--- config.mk ---
export PLATFORM = sky130hd
export DESIGN_NAME = version_tag_extractor_top
export DESIGN_NICKNAME = d
export VERILOG_FILES = /design/src/hdl/vte_pkg.sv /design/src/hdl/vte_scan.sv /design/src/hdl/version_tag_extractor_top.sv
export VERILOG_INCLUDE_DIRS = /design/src /design/src/hdl
export SDC_FILE = /design/constraint.sdc
export NUM_CORES = 1
export LEC_CHECK = 0
export BUFFER_PORTS_ARGS = -buffer_cell sky130_fd_sc_hd__clkbuf_2
export CORE_ASPECT_RATIO = 1.25
export CORE_MARGIN = 4
export CORE_UTILIZATION = 53
export DETAILED_ROUTE_END_ITERATION = 10
export PLACE_DENSITY_LB_ADDON = 0.1
export SYNTH_ARGS = -nofsm -noshare
export SYNTH_HDL_FRONTEND = slang
export SYNTH_SLANG_ARGS = --single-unit
--- constraint.sdc ---
create_clock -name clk -period 2.7 [get_ports clk]
set_clock_uncertainty 0.05 [all_clocks]
set_input_delay 0.54 -clock clk [delete_from_list [all_inputs] [get_ports clk]]
set_output_delay 0.54 -clock clk [all_outputs]
set_load 0.02 [all_outputs]
--- src/hdl/version_tag_extractor_top_assert.svh ---
// ----------------------------------------------------------------------------
// Version tag extractor assertion macros
// Concurrent checks on clk, disabled while rst_n is low.
// ----------------------------------------------------------------------------
`ifndef VERSION_TAG_EXTRACTOR_TOP_ASSERT_SVH
`define VERSION_TAG_EXTRACTOR_TOP_ASSERT_SVH

`ifndef SYNTHESIS
`define VTE_ASSERT_SAME(label, ante, cons) \
    label: assert property (@(posedge clk) disable iff (!rst_n) (ante) |-> (cons)) \
        else $error("vte assertion failed");
`define VTE_ASSERT_NEXT(label, ante, cons) \
    label: assert property (@(posedge clk) disable iff (!rst_n) (ante) |=> (cons)) \
        else $error("vte assertion failed");
`else
`define VTE_ASSERT_SAME(label, ante, cons)
`define VTE_ASSERT_NEXT(label, ante, cons)
`endif

`endif

--- src/hdl/vte_pkg.sv ---
// ----------------------------------------------------------------------------
// vte_pkg
// Word types, phase encodings and character constants of the tag extractor.
// ----------------------------------------------------------------------------
package vte_pkg;

    typedef struct packed {
        logic [7:0] data_byte;
        logic       end_of_file;
    } in_word_t;

    typedef struct packed {
        logic [7:0] out_char;
        logic       char_valid;
        logic       last;
        logic       found;
    } out_word_t;

    typedef struct packed {
        logic      hit;
        out_word_t word;
    } scan_result_t;

    typedef enum logic [2:0] {
        PH_SEARCH = 3'b001,
        PH_COPY   = 3'b010,
        PH_DONE   = 3'b100
    } scan_phase_t;

    typedef enum logic [2:0] {
        SH_SEEK = 3'b001,
        SH_NUM  = 3'b010,
        SH_END  = 3'b100
    } short_phase_t;

    localparam int unsigned TAG_LEN = 5;

    localparam logic [7:0] TAG_CHARS [TAG_LEN] = '{8'h24, 8'h56, 8'h45, 8'h52, 8'h3A};

    localparam logic [7:0] CH_NUL    = 8'h00;
    localparam logic [7:0] CH_LF     = 8'h0A;
    localparam logic [7:0] CH_CR     = 8'h0D;
    localparam logic [7:0] CH_SPACE  = 8'h20;
    localparam logic [7:0] CH_DOLLAR = 8'h24;
    localparam logic [7:0] CH_RPAR   = 8'h29;
    localparam logic [7:0] CH_ZERO   = 8'h30;
    localparam logic [7:0] CH_NINE   = 8'h39;
    localparam logic [7:0] CH_GT     = 8'h3E;
    localparam logic [7:0] CH_UPPER_V = 8'h56;
    localparam logic [7:0] CH_LBRACK = 8'h5B;
    localparam logic [7:0] CH_LOWER_V = 8'h76;

endpackage

--- src/hdl/vte_scan.sv ---
// ----------------------------------------------------------------------------
// vte_scan
// Tag match, copy and version-number tracking state; one byte per step.
// ----------------------------------------------------------------------------
module vte_scan #(
    parameter int unsigned MAX_VERSION_LEN = 127,
    parameter int unsigned MAX_SHORT_LEN   = 31
) (
    input  logic                  clk,
    input  logic                  rst_n,
    input  logic                  step,
    input  vte_pkg::in_word_t     word,
    input  logic                  short_mode,
    output vte_pkg::scan_result_t result
);

    localparam int unsigned CW = $clog2(MAX_VERSION_LEN + 1);
    localparam int unsigned SW = $clog2(MAX_SHORT_LEN + 1);

    logic [2:0]            match_count_reg, match_count_next;
    vte_pkg::scan_phase_t  scan_phase_reg, scan_phase_next;
    logic [CW-1:0]         copied_count_reg, copied_count_next;
    vte_pkg::short_phase_t short_phase_reg, short_phase_next;
    logic [SW-1:0]         short_count_reg, short_count_next;
    logic [7:0]            previous_char_reg, previous_char_next;

    always_comb
    begin
        logic [7:0] c;
        logic       eov;
        logic       take;
        logic       emit;
        logic       fin;
        logic       fnd;
        logic       digit;
        logic       lead;
        logic       num_end;

        c    = word.data_byte;
        eov  = (c == vte_pkg::CH_NUL) || (c == vte_pkg::CH_LF) || (c == vte_pkg::CH_CR);
        take = 1'b0;
        emit = 1'b0;
        fin  = 1'b0;
        fnd  = 1'b0;
        digit = c inside {[vte_pkg::CH_ZERO:vte_pkg::CH_NINE]};
        lead  = previous_char_reg inside {vte_pkg::CH_NUL, vte_pkg::CH_SPACE,
                                          vte_pkg::CH_LOWER_V, vte_pkg::CH_UPPER_V};
        num_end = c inside {vte_pkg::CH_SPACE, vte_pkg::CH_LBRACK, vte_pkg::CH_GT,
                            vte_pkg::CH_RPAR, vte_pkg::CH_LF};

        match_count_next   = match_count_reg;
        scan_phase_next    = scan_phase_reg;
        copied_count_next  = copied_count_reg;
        short_phase_next   = short_phase_reg;
        short_count_next   = short_count_reg;
        previous_char_next = previous_char_reg;

        case (scan_phase_reg)
            vte_pkg::PH_SEARCH:
            begin
                if (match_count_reg < 3'(vte_pkg::TAG_LEN) &&
                    c == vte_pkg::TAG_CHARS[match_count_reg])
                begin
                    if (match_count_reg == 3'(vte_pkg::TAG_LEN - 1))
                    begin
                        match_count_next = '0;
                        scan_phase_next  = vte_pkg::PH_COPY;
                    end
                    else
                    begin
                        match_count_next = match_count_reg + 3'd1;
                    end
                end
                else if (c == vte_pkg::CH_DOLLAR)
                begin
                    match_count_next = 3'd1;
                end
                else
                begin
                    match_count_next = '0;
                end
            end
            vte_pkg::PH_COPY:
            begin
                if (!(copied_count_reg == '0 && c == vte_pkg::CH_SPACE))
                begin
                    if (!eov)
                    begin
                        if (short_phase_reg == vte_pkg::SH_SEEK && digit && lead)
                        begin
                            short_phase_next = vte_pkg::SH_NUM;
                            short_count_next = '0;
                        end
                        if (short_phase_next == vte_pkg::SH_NUM)
                        begin
                            if (num_end)
                            begin
                                short_phase_next = vte_pkg::SH_END;
                            end
                            else
                            begin
                                take = 1'b1;
                                short_count_next = short_count_next + 1'b1;
                                if (short_count_next >= SW'(MAX_SHORT_LEN))
                                begin
                                    short_phase_next = vte_pkg::SH_END;
                                end
                            end
                        end
                        previous_char_next = c;
                        copied_count_next  = copied_count_reg + 1'b1;
                        emit = short_mode ? take : 1'b1;
                    end
                    if (eov || copied_count_next >= CW'(MAX_VERSION_LEN))
                    begin
                        scan_phase_next = vte_pkg::PH_DONE;
                        fin = 1'b1;
                        fnd = short_mode ? (short_phase_next != vte_pkg::SH_SEEK) : 1'b1;
                    end
                end
            end
            default:
            begin
            end
        endcase

        if (word.end_of_file)
        begin
            if (scan_phase_reg != vte_pkg::PH_DONE && !fin)
            begin
                fin = 1'b1;
                fnd = 1'b0;
            end
            match_count_next   = '0;
            scan_phase_next    = vte_pkg::PH_SEARCH;
            copied_count_next  = '0;
            short_phase_next   = vte_pkg::SH_SEEK;
            short_count_next   = '0;
            previous_char_next = '0;
        end

        result.hit             = emit || fin;
        result.word.out_char   = emit ? c : 8'h00;
        result.word.char_valid = emit;
        result.word.last       = fin;
        result.word.found      = fnd;
    end

    always_ff @(posedge clk or negedge rst_n)
    begin
        if (!rst_n)
        begin
            match_count_reg   <= '0;
            scan_phase_reg    <= vte_pkg::PH_SEARCH;
            copied_count_reg  <= '0;
            short_phase_reg   <= vte_pkg::SH_SEEK;
            short_count_reg   <= '0;
            previous_char_reg <= '0;
        end
        else if (step)
        begin
            match_count_reg   <= match_count_next;
            scan_phase_reg    <= scan_phase_next;
            copied_count_reg  <= copied_count_next;
            short_phase_reg   <= short_phase_next;
            short_count_reg   <= short_count_next;
            previous_char_reg <= previous_char_next;
        end
    end

endmodule

--- src/hdl/version_tag_extractor_top.sv ---
// ----------------------------------------------------------------------------
// version_tag_extractor_top
// Scans a file byte stream for the "$VER:" tag and streams out the version.
// ----------------------------------------------------------------------------
// Input channel src_*: one file byte per word, end_of_file set on the last
// byte of each file. Output channel dst_*: one word per emitted character;
// last is set on the word that ends each file's result (found=0 means
// discard the characters already sent for that file). Bytes that yield
// nothing produce no output word.
// cfg_wr_en/cfg_wr_data write short_mode; change it only while idle.
// Throughput: one byte per cycle while src_stall is low. Each byte's result
// word reaches dst_* through a single output register.
// The scanner state is updated in the same cycle the byte is accepted.
// src_stall is raised only while the output register holds a word and
// dst_stall is high; a stalled output word holds steady.
// Reset clears the scanner, the output valid flag and short_mode; the output word is not reset.
// ----------------------------------------------------------------------------
`include "version_tag_extractor_top_assert.svh"

module version_tag_extractor_top #(
    parameter int unsigned MAX_VERSION_LEN = 127,
    parameter int unsigned MAX_SHORT_LEN   = 31
) (
    input  logic               clk,
    input  logic               rst_n,
    input  logic               src_valid,
    output logic               src_stall,
    input  vte_pkg::in_word_t  src_word,
    output logic               dst_valid,
    input  logic               dst_stall,
    output vte_pkg::out_word_t dst_word,
    input  logic               cfg_wr_en,
    input  logic               cfg_wr_data
);

    logic                  short_mode_reg;
    logic                  dst_valid_reg;
    vte_pkg::out_word_t    dst_word_reg;
    logic                  accept;
    vte_pkg::scan_result_t result;

    assign src_stall = dst_valid_reg && dst_stall;
    assign accept    = src_valid && !src_stall;

    vte_scan #(
        .MAX_VERSION_LEN (MAX_VERSION_LEN),
        .MAX_SHORT_LEN   (MAX_SHORT_LEN)
    ) u_scan (
        .clk        (clk),
        .rst_n      (rst_n),
        .step       (accept),
        .word       (src_word),
        .short_mode (short_mode_reg),
        .result     (result)
    );

    always_ff @(posedge clk or negedge rst_n)
    begin
        if (!rst_n)
        begin
            short_mode_reg <= 1'b0;
            dst_valid_reg  <= 1'b0;
        end
        else
        begin
            if (cfg_wr_en)
            begin
                short_mode_reg <= cfg_wr_data;
            end
            if (accept && result.hit)
            begin
                dst_valid_reg <= 1'b1;
            end
            else if (!dst_stall)
            begin
                dst_valid_reg <= 1'b0;
            end
        end
    end

    always_ff @(posedge clk)
    begin
        if (accept && result.hit)
        begin
            dst_word_reg <= result.word;
        end
    end

    assign dst_valid = dst_valid_reg;
    assign dst_word  = dst_word_reg;

    `VTE_ASSERT_SAME(a_found_with_last, dst_valid && dst_word.found, dst_word.last)
    `VTE_ASSERT_SAME(a_word_has_content, dst_valid && !dst_word.char_valid, dst_word.last)
    `VTE_ASSERT_SAME(a_empty_char_zero, dst_valid && !dst_word.char_valid,
                     dst_word.out_char == 8'h00)
    `VTE_ASSERT_NEXT(a_stall_keeps_word, src_stall, dst_valid)

endmodule
* After elaboration in Yosys (flattened, before gate mapping)
Memory sizes are Yosys's and may differ from the RTL's. Cells that the tools add are included.
Word-level totals: logic and storage cells 140, memories kept 1, memory bits (read-only) 64, flip-flop bits (word level) 42
Cells by class: equal/unequal tests 25, order comparisons 6, reductions and logical operators 27, mux-type cells 65, bitwise operators 1, $add $sub $neg 3
Memory list:
- (no name shown) | words 8, bits a word 8, rd ports 1, clocked after Yosys merged registers in 0, wr ports 0, RTL line vte_scan.sv:62 | c == vte_pkg::TAG_CHARS[match_count_reg])
Operators with widths (number):
- two-way mux 3 bit | 22
- two-way mux 5 bit | 10
- two-way mux 8 bit | 6
- two-way mux 7 bit | 6
- equality test 8 x 6 -> 1 bit (second input constant) | 5
- equality test 8 x 7 -> 1 bit (second input constant) | 3
- two-way mux 1 bit | 20
- equality test 8 x 4 -> 1 bit (second input constant) | 2
- logical NOT 8 bit | 2
- logical AND 1 bit | 9
- != test 3 x 2 -> 1 bit (second input constant) | 3
- equality test 8 bit | 1
- >= comparator 8 x 6 -> 1 bit (second input constant) | 1
- less-or-equal comparator 8 x 6 -> 1 bit (second input constant) | 1
- adder 7 x 1 -> 7 bit (second input constant) | 1
- >= comparator 7 bit (second input constant) | 1
- logical NOT 7 bit | 1
- equality test 3 x 1 -> 1 bit (second input constant) | 2
- equality test 3 x 2 -> 1 bit (second input constant) | 2
- != test 3 bit (second input constant) | 2
- one-hot mux 3 bit (2 select lines) | 1
- AND reduction 6 bit | 1
- adder 5 x 1 -> 5 bit (second input constant) | 1
- >= comparator 5 bit (second input constant) | 1
- other kinds (17) | 23

* Logic depth before layout (Yosys ltp)
Gate-level depths: netlist of the first run.
depth after elaboration 23, mapped depth 14, depth with buffers taken out 12

* Modules after synthesis
Synthesis of the first run repeated with hierarchy kept, for this count alone.
Unflattened totals: cell total of the unflattened synthesis 271, area total of the unflattened synthesis 2553.7 µm²
Modules (own cells, without submodules):
- vte_scan | sequential area each 703.2 µm², area each 2119.5 µm², cells each 252, instances 1
- version_tag_extractor_top | sequential area each 380.4 µm², area each 434.2 µm², cells each 19, instances 1

* Least setup slack after synthesis of the first run
No wires, ideal clock.
path kind in2reg, start point in src_word[5] (netlist name), end point reg u_scan.short_phase_reg[2], slack -121 ps, stages on the path 13, path buffers 2, arrival time 2634 ps, path through buf_2 and4bb_1 a21boi_1 nand4_1 buf_2 and2_1 ha_1 nor2b_1 o21ai_0 nor4_1 or3_1 a41oi_1 a21oi_1
On the way: longest elaborated chain between the ends 19
Ends and longest elaborated chain:
- from (decl) | RTL line version_tag_extractor_top.sv:28 | input vte_pkg::in_word_t src_word,
- >= comparator 8 x 6 -> 1 bit or less-or-equal comparator 8 x 6 -> 1 bit (tied branches) | RTL line vte_scan.sv:45 | digit = c inside {[vte_pkg::CH_ZERO:vte_pkg::CH_NINE]};
- logical AND 1 bit | RTL line vte_scan.sv:45
- logical AND 1 bit (2 in a row) | RTL line vte_scan.sv:89 | if (short_phase_reg == vte_pkg::SH_SEEK && digit && lead)
- two-way mux 5 bit | RTL line vte_scan.sv:89
- two-way mux 5 bit | RTL line vte_scan.sv:87 | if (!eov)
- two-way mux 5 bit | RTL line vte_scan.sv:85 | if (!(copied_count_reg == '0 && c == vte_pkg::CH_SPACE))
- two-way mux 5 bit | RTL line vte_scan.sv:58 | case (scan_phase_reg)
- adder 5 x 1 -> 5 bit | RTL line vte_scan.sv:103 | short_count_next = short_count_next + 1'b1;
- [... 2 more ...]
- two-way mux 3 bit | RTL line vte_scan.sv:96 | if (num_end)
- two-way mux 3 bit | RTL line vte_scan.sv:94 | if (short_phase_next == vte_pkg::SH_NUM)
- two-way mux 3 bit | RTL line vte_scan.sv:87
- two-way mux 3 bit | RTL line vte_scan.sv:85
- two-way mux 3 bit | RTL line vte_scan.sv:58
- two-way mux 3 bit | RTL line vte_scan.sv:85
- two-way mux 3 bit | RTL line vte_scan.sv:58
- two-way mux 3 bit | RTL line vte_scan.sv:127 | if (word.end_of_file)
- to (signal assigned) | RTL line vte_scan.sv:156 | short_phase_reg <= vte_pkg::SH_SEEK;
- to (signal assigned) | RTL line vte_scan.sv:165 | short_phase_reg <= short_phase_next;
- to (decl) | RTL line vte_scan.sv:23 | vte_pkg::short_phase_t short_phase_reg, short_phase_next;
Parallel ways exist; a longest one is shown, timed or not. The select of a mux whose other input is x is not followed. A chain may end at the register's enable or synchronous reset.

* Worst setup path after layout of the first run
start point reg u_scan.previous_char_reg[2], end point reg u_scan.short_phase_reg[1]
On the way: longest elaborated chain between the ends 18
Ends and longest elaborated chain:
- from (decl) | RTL line vte_scan.sv:25 | logic [7:0] previous_char_reg, previous_char_next;
- from (signal assigned) | RTL line vte_scan.sv:167 | previous_char_reg <= previous_char_next;
- equality test 8 x 6 -> 1 bit (tied with other cells) | RTL line vte_scan.sv:46 | lead = previous_char_reg inside {vte_pkg::CH_NUL, vte_pkg::CH_SPACE,
- nonzero test 4 bit * | RTL line vte_scan.sv:46
- logical AND 1 bit * | RTL line vte_scan.sv:89
- two-way mux 5 bit | RTL line vte_scan.sv:89
- two-way mux 5 bit | RTL line vte_scan.sv:87
- two-way mux 5 bit | RTL line vte_scan.sv:85
- two-way mux 5 bit | RTL line vte_scan.sv:58
- adder 5 x 1 -> 5 bit | RTL line vte_scan.sv:103
- [... 2 more ...]
- two-way mux 3 bit | RTL line vte_scan.sv:96
- two-way mux 3 bit * | RTL line vte_scan.sv:94
- two-way mux 3 bit * | RTL line vte_scan.sv:87
- two-way mux 3 bit * | RTL line vte_scan.sv:85
- two-way mux 3 bit * | RTL line vte_scan.sv:58
- two-way mux 3 bit * | RTL line vte_scan.sv:85
- two-way mux 3 bit * | RTL line vte_scan.sv:58
- two-way mux 3 bit * | RTL line vte_scan.sv:127
Mark *: on every way between the ends. The rest lies on a longest branch, timed or not. The select of a mux whose other input is x is not followed.

==> results.cfg, run 1 <==
[cts]
cts_tree = built
insertion_delay_ns = 0.30
cts.clk_slew.worst_paths_ns = 0.09
cts_max_path_buffers = 2
htree_num_levels = 2
ctsRootBufferMaster = clkbuf_8
cts.sinks = 41
numCtsBuffers = 5

[critical_path]
endpoint_kind = flop
crit_chain = or4_4 -> a21boi_2 -> nand4_1 -> and2_4 -> ha_4 -> nor2b_4 -> o21ai_2 -> nor4_2 -> or3_4 -> a31oi_1 -> o22a_1
path_max_fanout = 3
cp.required_ns = 2.90
slowest_delay_ns = 0.54
arrival_ns = 3.01
criticalPathCategory = reg -> reg
crit_slowest_cell = or4_4
start_kind = flop

[sta]
hold_viol = 0
fmax_ghz = 0.355
slew_headroom = 0.499
setup_viol = 2
fin_crit_ns = 2.82
slew_viol_final = 0
final.period_utilization = 1.04
tightest_slew_ns = 0.751
fin_ws_ns = -0.116
rsz0062_at_grt = yes

[power_and_ir_drop]
pwr_density_cell_nw_per_um2 = 542
p_total_mw = 1.65
p_clk_frac = 0.309
leakagePower_nw = 1.33
max-vdd-ir-drop_v = 0.000367
combPwrFrac = 0.236
switching_share = 0.304
intPower_mw = 1.15
pwr-share-seq = 0.455
switching_power_mw = 0.503

[hold_path]
hold_class = in -> async

[floorplan]
core_area_um2 = 4460
chipWidth_um = 69.1
fp-row-count = 27
dieArea_um2 = 5830
io_pins = 28
start_util = 0.554
die_h_um = 84.4

[job]
maxCapViolCount = 0

[grt]
antenna_found_initial = 0
grtUsageMet3 = 0.0395
global_route.overflow_total = 0
use_met1 = 0.272
grt_start_max_net_pins = 31
grt_use_total = 0.223
first_global_vias = 2225
top_usage_layer = met2
grt_use_met2 = 0.377
grt_pass1_wl_um = 10500

[synth]
yosysTopAreaCell = dfrtp_1
yosys_warnings = 0
synth_cell_type_count = 57
avgSynthCellArea_um2 = 9.16
ys.flop_type = dfrtp_1
synthCells = 270
ys_async_sr_fraction = 0.732
seq_area_frac_synth = 0.438
syn-num-nets = 293
ys_ff_latch = 41
synth_area_um2 = 2470
synth_area_leaders = dfrtp_1 28%, edfxtp_1 13%, nand2_1 5.2%
synth_top_area_frac = 0.283
synth_edf_count = 11

[detailed_routing]
antenna_left = 0
drt_iter0_markers = 121
drcViolationCount = 0
drt_first_pass_iters = 4
num_vias = 2278
finalWirelength_um = 6350
routed_via_density = 5.95
wl_per_cell_um = 16.6

[layout]
seq_area_um2 = 1080
nets = 347
antenna_cells = 0
layout-drive-gt1-share = 0.265
area_growth_pct = 23.4
num-fill-cells = 399
largest_reg_flops = 11
multi_input_area_um2 = 1350
final_util = 0.684

[place]
numPortBuffers = 27
gp_congestion = 0.914
dpl.hpwl_um = 4640
dp_slack_ns = -0.161

[status]
status = finished, violations left
violations = setup timing
-- cells in the final DEF, fill, tap and decap left out, types with 5 or more instances in the layout --
cell type	Yosys	final
o21ai_1	18	18
nand2_1	34	33
buf_4	0	28
nand3_1	8	8
xnor2_1	7	7
clkbuf_2	0	27
a22o_1	6	6
a21oi_1	14	13
nand4_1	5	5
edfxtp_1	11	11
nor3_1	7	7
nor2_1	16	16
inv_1	15	14
ha_1	8	7
clkbuf_8	0	5
a31oi_1	6	6
and2_1	12	11
dfrtp_1	28	28
o21ai_0	6	5
-- synth_stat cells, drive strengths merged, types with 3 or more instances --
cell type / instances
or4: 3
a21oi: 14
a31oi: 6
nor3b: 3
a211oi: 3
buf: 5
o31ai: 3
xnor2: 7
and3: 3
nor2: 16
a22o: 6
o21ai: 24
nand3: 8
nor3: 7
dfrtp: 28
nand4: 5
edfxtp: 11
inv: 16
ha: 8
nand2: 34
or3: 3
a32o: 3
a21o: 3
and2: 12
nor4: 4
nor2b: 3
clkbuf: 4
-- logic make-up after synthesis --
logic type | after synthesis | synth area share
flip-flops | 41 | 0.438
AO/OA/AOI/OAI | 78 | 0.215
XOR/XNOR | 8 | 0.0283
adder cells (fa/ha/maj) | 8 | 0.0405
multiplexers | 1 | 0.00405
AND/OR/NAND/NOR | 108 | 0.232
buffers and inverters | 26 | 0.0420
-- repair_timing --
action                                  4_1_cts  5_1_grt
setup buffers                                 2        1
endpoints found under the setup margin        2       14
pin swaps                                     6        7
gates resized for setup                       2        5
hold buffers                                  0        0
-- worst paths after layout --
kind | from | endpoint | slack [ns] | cells after the start
max reg2reg | u_scan.previous_char_reg[2] | u_scan.short_phase_reg[1] | -0.12 | 11
max | u_scan.previous_char_reg[2] | u_scan.short_phase_reg[1] | -0.12 | 11
min reg2reg | u_scan.short_phase_reg[0] | u_scan.short_phase_reg[0] | 0.44 | 2
min in group clk | cfg_wr_en | short_mode_reg | 0.39 | 2
min | rst_n | u_scan.previous_char_reg[0] | 0.24 | 1
max in group asynchronous | rst_n | u_scan.short_phase_reg[2] | 1.88 | 1
-- routing by layer --
metal  vias up  share of wire
met4         0          0.037
li1       1101              -
met5         -              0
met2        71           0.50
met3        25          0.041
met1      1081           0.42
-- critical path, delay by kind of cell (launching register included) --
| family | cells | cell delay (ns) |
|---|---|---|
| adders and majority gates | 1 | 0.21 |
| AOI/OAI and AO/OA | 4 | 0.63 |
| DFF | 1 | 0.40 |
| and+or+nand+nor | 6 | 1.48 |
-- power groups by stage --
stage / logic (mW) / clock network (mW) / registers [mW]
2_1_floorplan: 0.206 / 0 / 0.775
3_5_place_dp: 0.369 / 0 / 0.762
5_1_grt: 0.433 / 0.541 / 0.760
3_3_place_gp: 0.360 / 0 / 0.759
4_1_cts: 0.383 / 0.516 / 0.750
6_report: 0.390 / 0.511 / 0.752
-- metrics by stage --
stage,hold WS [ns],setup TNS (ns),std cells,area [µm²]
floorplan,0.194,-0.00255,270,2510
global placement,0.421,-0.154,372,2880
detailed placement,0.433,-0.273,372,2880
CTS,0.272,-0.0376,382,3020
global route,0.310,-1.33,383,3050
finish,0.239,-0.171,383,3050
-- cell type report --
| class | instances | area share |
|---|---|---|
| Multi-Input combinational cell | 203 | 0.443 |
| Clock buffer | 5 | 0.0226 |
| Inverter | 17 | 0.0209 |
| Timing Repair Buffer | 56 | 0.120 |
| Tap cell | 58 | 0.0238 |
| Clock inverter | 3 | 0.0152 |
| Sequential cell | 41 | 0.355 |
Power figures use the tool's default switching activity.
==> run 2: changes to the inputs <==
- CELL_PAD_IN_SITES_DETAIL_PLACEMENT: default -> 1
- CELL_PAD_IN_SITES_GLOBAL_PLACEMENT: default -> 2
- CORE_UTILIZATION: 53 -> 33
==> run 2 against run 1 <==
The run still ends with setup timing left. Die area up 54%. Register-to-register slack better by 0.02 ns. Design area up 6.3%. Flip-flop and latch count unchanged. First-iteration DRC count down 31%. Wire length up 20%. Largest cell class unchanged. Largest power group unchanged.
==> results.cfg, run 2 (synthesis gave the netlist of run 1 again) <==
[layout]
layout-drive-gt1-share = 0.298
nets = 368
final_util = 0.441
final-instance-count-excl-fill = 438
antenna_cells = 0
final_common_cell = buf_4
final_area_um2 = 3240
largest_reg_flops = 11
area_growth_pct = 31.2
mostFrequentLayoutCells = 48 x buf_4, 33 x nand2_1, 28 x dfrtp_1

[detailed_routing]
num_vias = 2321
antenna_left = 0
drt_iter0_markers = 84
finalWirelength_um = 7630
drt_first_pass_iters = 4
wl_per_cell_um = 17.4
drcViolationCount = 0
routed_via_density = 5.30

[cts]
ctsRootBufferMaster = clkbuf_8
insertion_delay_ns = 0.30
cts.clk_slew.worst_paths_ns = 0.09
htree_num_levels = 2
cts_max_path_buffers = 2
cts_tree = built
numCtsBuffers = 5
cts.sinks = 41

[critical_path]
rr_worst_depth = 11
r2r-start = u_scan.previous_char_reg[6]
criticalPathCategory = reg -> reg
cp.required_ns = 2.83
r2r-end = u_scan.short_phase_reg[2]
endpoint_kind = flop
r2r_slack_ns = -0.1
crit_end = u_scan.short_phase_reg[2]
critPathLaunch = u_scan.previous_char_reg[6]
path_max_fanout = 4
start_kind = flop
arrival_ns = 2.92

[floorplan]
fp-row-count = 35
chipWidth_um = 85.4
die_h_um = 105
io_pins = 28
core_area_um2 = 7360
start_util = 0.336
dieArea_um2 = 8950

[sta]
setup_viol = 3
fin_ws_ns = -0.0975
final.period_utilization = 1.04
tightest_slew_ns = 0.810
slew_viol_final = 0
fmax_ghz = 0.357
slew_headroom = 0.460
rsz0062_at_grt = yes
fin_crit_ns = 2.80
hold_viol = 0

[power_and_ir_drop]
pwr_density_cell_nw_per_um2 = 522
switching_power_mw = 0.523
intPower_mw = 1.17
combPwrFrac = 0.252
pwr-share-seq = 0.444
switching_share = 0.309
max-vdd-ir-drop_v = 0.000249
p_clk_frac = 0.304
leakagePower_nw = 1.44

[place]
post_dp_cell_area_um2 = 3070
placedCellCount = 426
dpl.hpwl_um = 5930
numPortBuffers = 27
gp_congestion = 0.763

[hold_path]
hold_class = in -> async

[grt]
antenna_found_initial = 0
grt_start_max_net_pins = 31
global_route.overflow_total = 0
first_global_vias = 2438
grt_pass1_wl_um = 12600
grt_use_total = 0.177

[job]
maxCapViolCount = 0

[status]
violations = setup timing
status = finished, violations left
run 2: cell types whose count changed in the layout (fill, tap and decap cells not counted), sizes merged:
cell / change
clkinvlp: -1
clkbuf: +1
buf: +21
run 2: layout make-up:
| cell class | instances | area, µm² |
|---|---|---|
| Clock buffer | 6 | 72.6 |
| Clock inverter | 2 | 38.8 |
| Fill cell | 900 | 4110 |
| Inverter | 17 | 63.8 |
| Multi-Input combinational cell | 203 | 1340 |
| Sequential cell | 41 | 1080 |
| Tap cell | 92 | 115 |
| Timing Repair Buffer | 77 | 536 |
run 2: repair_timing:
item	in CTS	in global routing
hold buffers	0	0
setup endpoints to repair	13	21
gates resized for setup	2	1
pin swaps	4	5
gates cloned	0	0
setup buffers	2	2
run 2: worst min-delay path by stage:
stage | slack (ns) | startpoint | endpoint | cells after the start
2_1_floorplan | 0.19 | rst_n | dst_valid | 0
3_3_place_gp | 0.42 | u_scan.short_phase_reg[0] | u_scan.short_phase_reg[0] | 2
3_5_place_dp | 0.44 | u_scan.short_phase_reg[0] | u_scan.short_phase_reg[0] | 2
4_1_cts | 0.30 | rst_n | u_scan.match_count_reg[2] | 1
5_1_grt | 0.33 | rst_n | u_scan.match_count_reg[2] | 1
6_report | 0.26 | rst_n | u_scan.match_count_reg[2] | 1
run 2: stage by stage:
stage / power (mW) / TNS [ns] / hold WS [ns] / worst slack, ns
2_1_floorplan: 0.981 / -0.00255 / 0.194 / -0.00255
3_3_place_gp: 1.17 / -2.84 / 0.423 / -0.223
3_5_place_dp: 1.17 / -4.00 / 0.441 / -0.268
4_1_cts: 1.71 / -0.0966 / 0.300 / -0.0605
5_1_grt: 1.79 / -0.593 / 0.333 / -0.235
6_report: 1.69 / -0.169 / 0.261 / -0.0975
run 2: routing by layer:
metal,up-vias,GRT usage,share of wire
li1,1135,-,-
met1,1145,0.232,0.46
met2,36,0.307,0.50
met3,5,0.0260,0.030
met4,0,0.0362,0.0076
met5,-,0,0
run 2: worst max-delay path, cell delays in order (launching register included):
cell and delay (ns):
dfrtp_1 0.40, or4_4 0.54, a21boi_2 0.14, nand4_1 0.20, and2_4 0.23, ha_4 0.21
nor2b_1 0.12, o21ai_1 0.13, nor4_1 0.05, or3_1 0.35, a41oi_2 0.20, a21oi_1 0.06
run 2: power by group through the flow:
stage               sequential (mW)  clock, mW  combinational, mW
floorplan                     0.775          0              0.206
global placement              0.762          0              0.404
detailed placement            0.762          0              0.409
CTS                           0.751      0.531              0.424
global route                  0.761      0.551              0.475
finish                        0.751      0.515              0.426
==> run 3: changes to the inputs <==
- CTS_BUF_LIST: default -> sky130_fd_sc_hd__clkbuf_4 sky130_fd_sc_hd__clkbuf_8 sky130_fd_sc_hd__clkbuf_16
- clock period: 2.7 -> 2.5 ns (I/O delays scaled with it)
==> run 3 against run 2 <==
The run still ends with setup timing left. Sequential power rose by 8.1%. Maximum frequency rose by 2.2%. Design area rose by 0.23%. Non-clock buffer count rose by 2. Worst hold slack got worse by 0.041 ns. Global-route usage fell by 0.17 points. Wire length rose by 0.54%. Power rose by 4.0%. Clock-buffer cell count fell by 1. Combinational power rose by 10%. Final cell count rose by 0.68%.
==> results.cfg, run 3 (synthesis gave the netlist of run 1 again) <==
[sta]
slew_headroom = 0.467
rsz0062_at_grt = yes
slew_viol_final = 0
fin_ws_ns = -0.236
fin_crit_ns = 2.74
whs_ns = 0.219
fmax_ghz = 0.365
tightest_slew_ns = 0.800
hold_viol = 0
final.period_utilization = 1.09
setup_viol = 14

[floorplan]
die_h_um = 105
start_util = 0.336
fp-row-count = 35
core_area_um2 = 7360
dieArea_um2 = 8950
io_pins = 28
chipWidth_um = 85.4

[grt]
grt_use_total = 0.175
grt_pass1_wl_um = 12600
first_global_vias = 2515
grt_start_max_net_pins = 31
antenna_found_initial = 0
global_route.overflow_total = 0

[detailed_routing]
wl_per_cell_um = 17.4
finalWirelength_um = 7670
drcViolationCount = 0
drt_iter0_markers = 71
antenna_left = 0
num_vias = 2347
drt_first_pass_iters = 4
routed_via_density = 5.32

[cts]
ctsRootBufferMaster = clkbuf_8
insertion_delay_ns = 0.30
cts_tree = built
cts.sinks = 41
cts.clk_slew.worst_paths_ns = 0.10
cts_max_path_buffers = 2
numCtsBuffers = 5
htree_num_levels = 2

[layout]
nets = 371
final_common_cell = buf_4
mostFrequentLayoutCells = 49 x buf_4, 33 x nand2_1, 28 x dfrtp_1
final_util = 0.442
largest_reg_flops = 11
layout-drive-gt1-share = 0.304
antenna_cells = 0
area_growth_pct = 31.5

[place]
gp_congestion = 0.784
numPortBuffers = 27
dpl.hpwl_um = 5930

[status]
status = finished, violations left
violations = setup timing

[job]
maxCapViolCount = 0

[hold_path]
hold_class = in -> async

[critical_path]
r2r_slack_ns = -0.24
start_kind = flop
criticalPathCategory = reg -> reg
arrival_ns = 2.93
path_max_fanout = 3
cp.required_ns = 2.69
endpoint_kind = flop

[power_and_ir_drop]
pwr_density_cell_nw_per_um2 = 541
max-vdd-ir-drop_v = 0.000228
leakagePower_nw = 1.44
==> run 3: through the flow <==
stage | TNS, ns | cell area, µm² | total power, mW | instances | setup WS [ns]
after floorplan | -0.334 | 2510 | 1.06 | 270 | -0.188
after global placement | -5.57 | 3100 | 1.27 | 429 | -0.289
after detailed placement | -6.36 | 3100 | 1.27 | 429 | -0.331
after CTS | -1.48 | 3220 | 1.77 | 439 | -0.255
after global routing | -5.60 | 3250 | 1.86 | 441 | -0.409
final | -2.39 | 3250 | 1.76 | 441 | -0.236
==> run 3: report_power, final <==
part | internal (mW) | total, mW | switching, mW
combinational | 0.204 | 0.470 | 0.266
clock | 0.204 | 0.478 | 0.274
sequential | 0.762 | 0.812 | 0.0499
total | 1.17 | 1.76 | 0.590
==> run 3: path summary, 6_finish.rpt <==
check | startpoint | to | depth (start not counted)
max in group asynchronous | rst_n | u_scan.short_phase_reg[1] | 1
max | u_scan.previous_char_reg[1] | u_scan.short_phase_reg[1] | 11
min reg2reg | u_scan.previous_char_reg[0] | u_scan.previous_char_reg[0] | 2
min | rst_n | u_scan.match_count_reg[0] | 1
min in group clk | cfg_wr_en | short_mode_reg | 2
max reg2reg | u_scan.previous_char_reg[1] | u_scan.short_phase_reg[1] | 11
==> run 3: what timing repair did <==
action | 4_1_cts | 5_1_grt
endpoints found under the setup margin | 14 | 26
hold buffers | 0 | 0
cloned | 0 | 1
gates resized for setup | 1 | 4
buffers inserted | 3 | 1
pin swaps | 7 | 6
==> run 3: worst max-delay path: stages, from the launching register on <==
cell	delay, ns
dfrtp_1	0.39
or4_1	0.53
a21boi_1	0.15
nand4_1	0.18
and2_4	0.21
ha_4	0.20
nor2b_1	0.12
o21ai_1	0.11
nor4_1	0.05
or3_1	0.35
a31oi_1	0.20
o22a_1	0.14
==> run 3: final cells by class <==
cell class                      count  area (µm²)
Clock buffer                        5        68.8
Clock inverter                      3        25.0
Fill cell                         896        4110
Inverter                           17        63.8
Multi-Input combinational cell    203        1340
Sequential cell                    41        1080
Tap cell                           92         115
Timing Repair Buffer               79         554
Timing Repair inverter              1        5.00
==> run 3: per-layer routing <==
metal  part of all wire  track usage  up-vias  wire (µm)
met5                  0            0        -          0
met4              0.010       0.0362        0         79
met3              0.025       0.0237        7        188
met2               0.51        0.324       29       3920
met1               0.45        0.213     1164       3470
li1                   -            -     1147          -
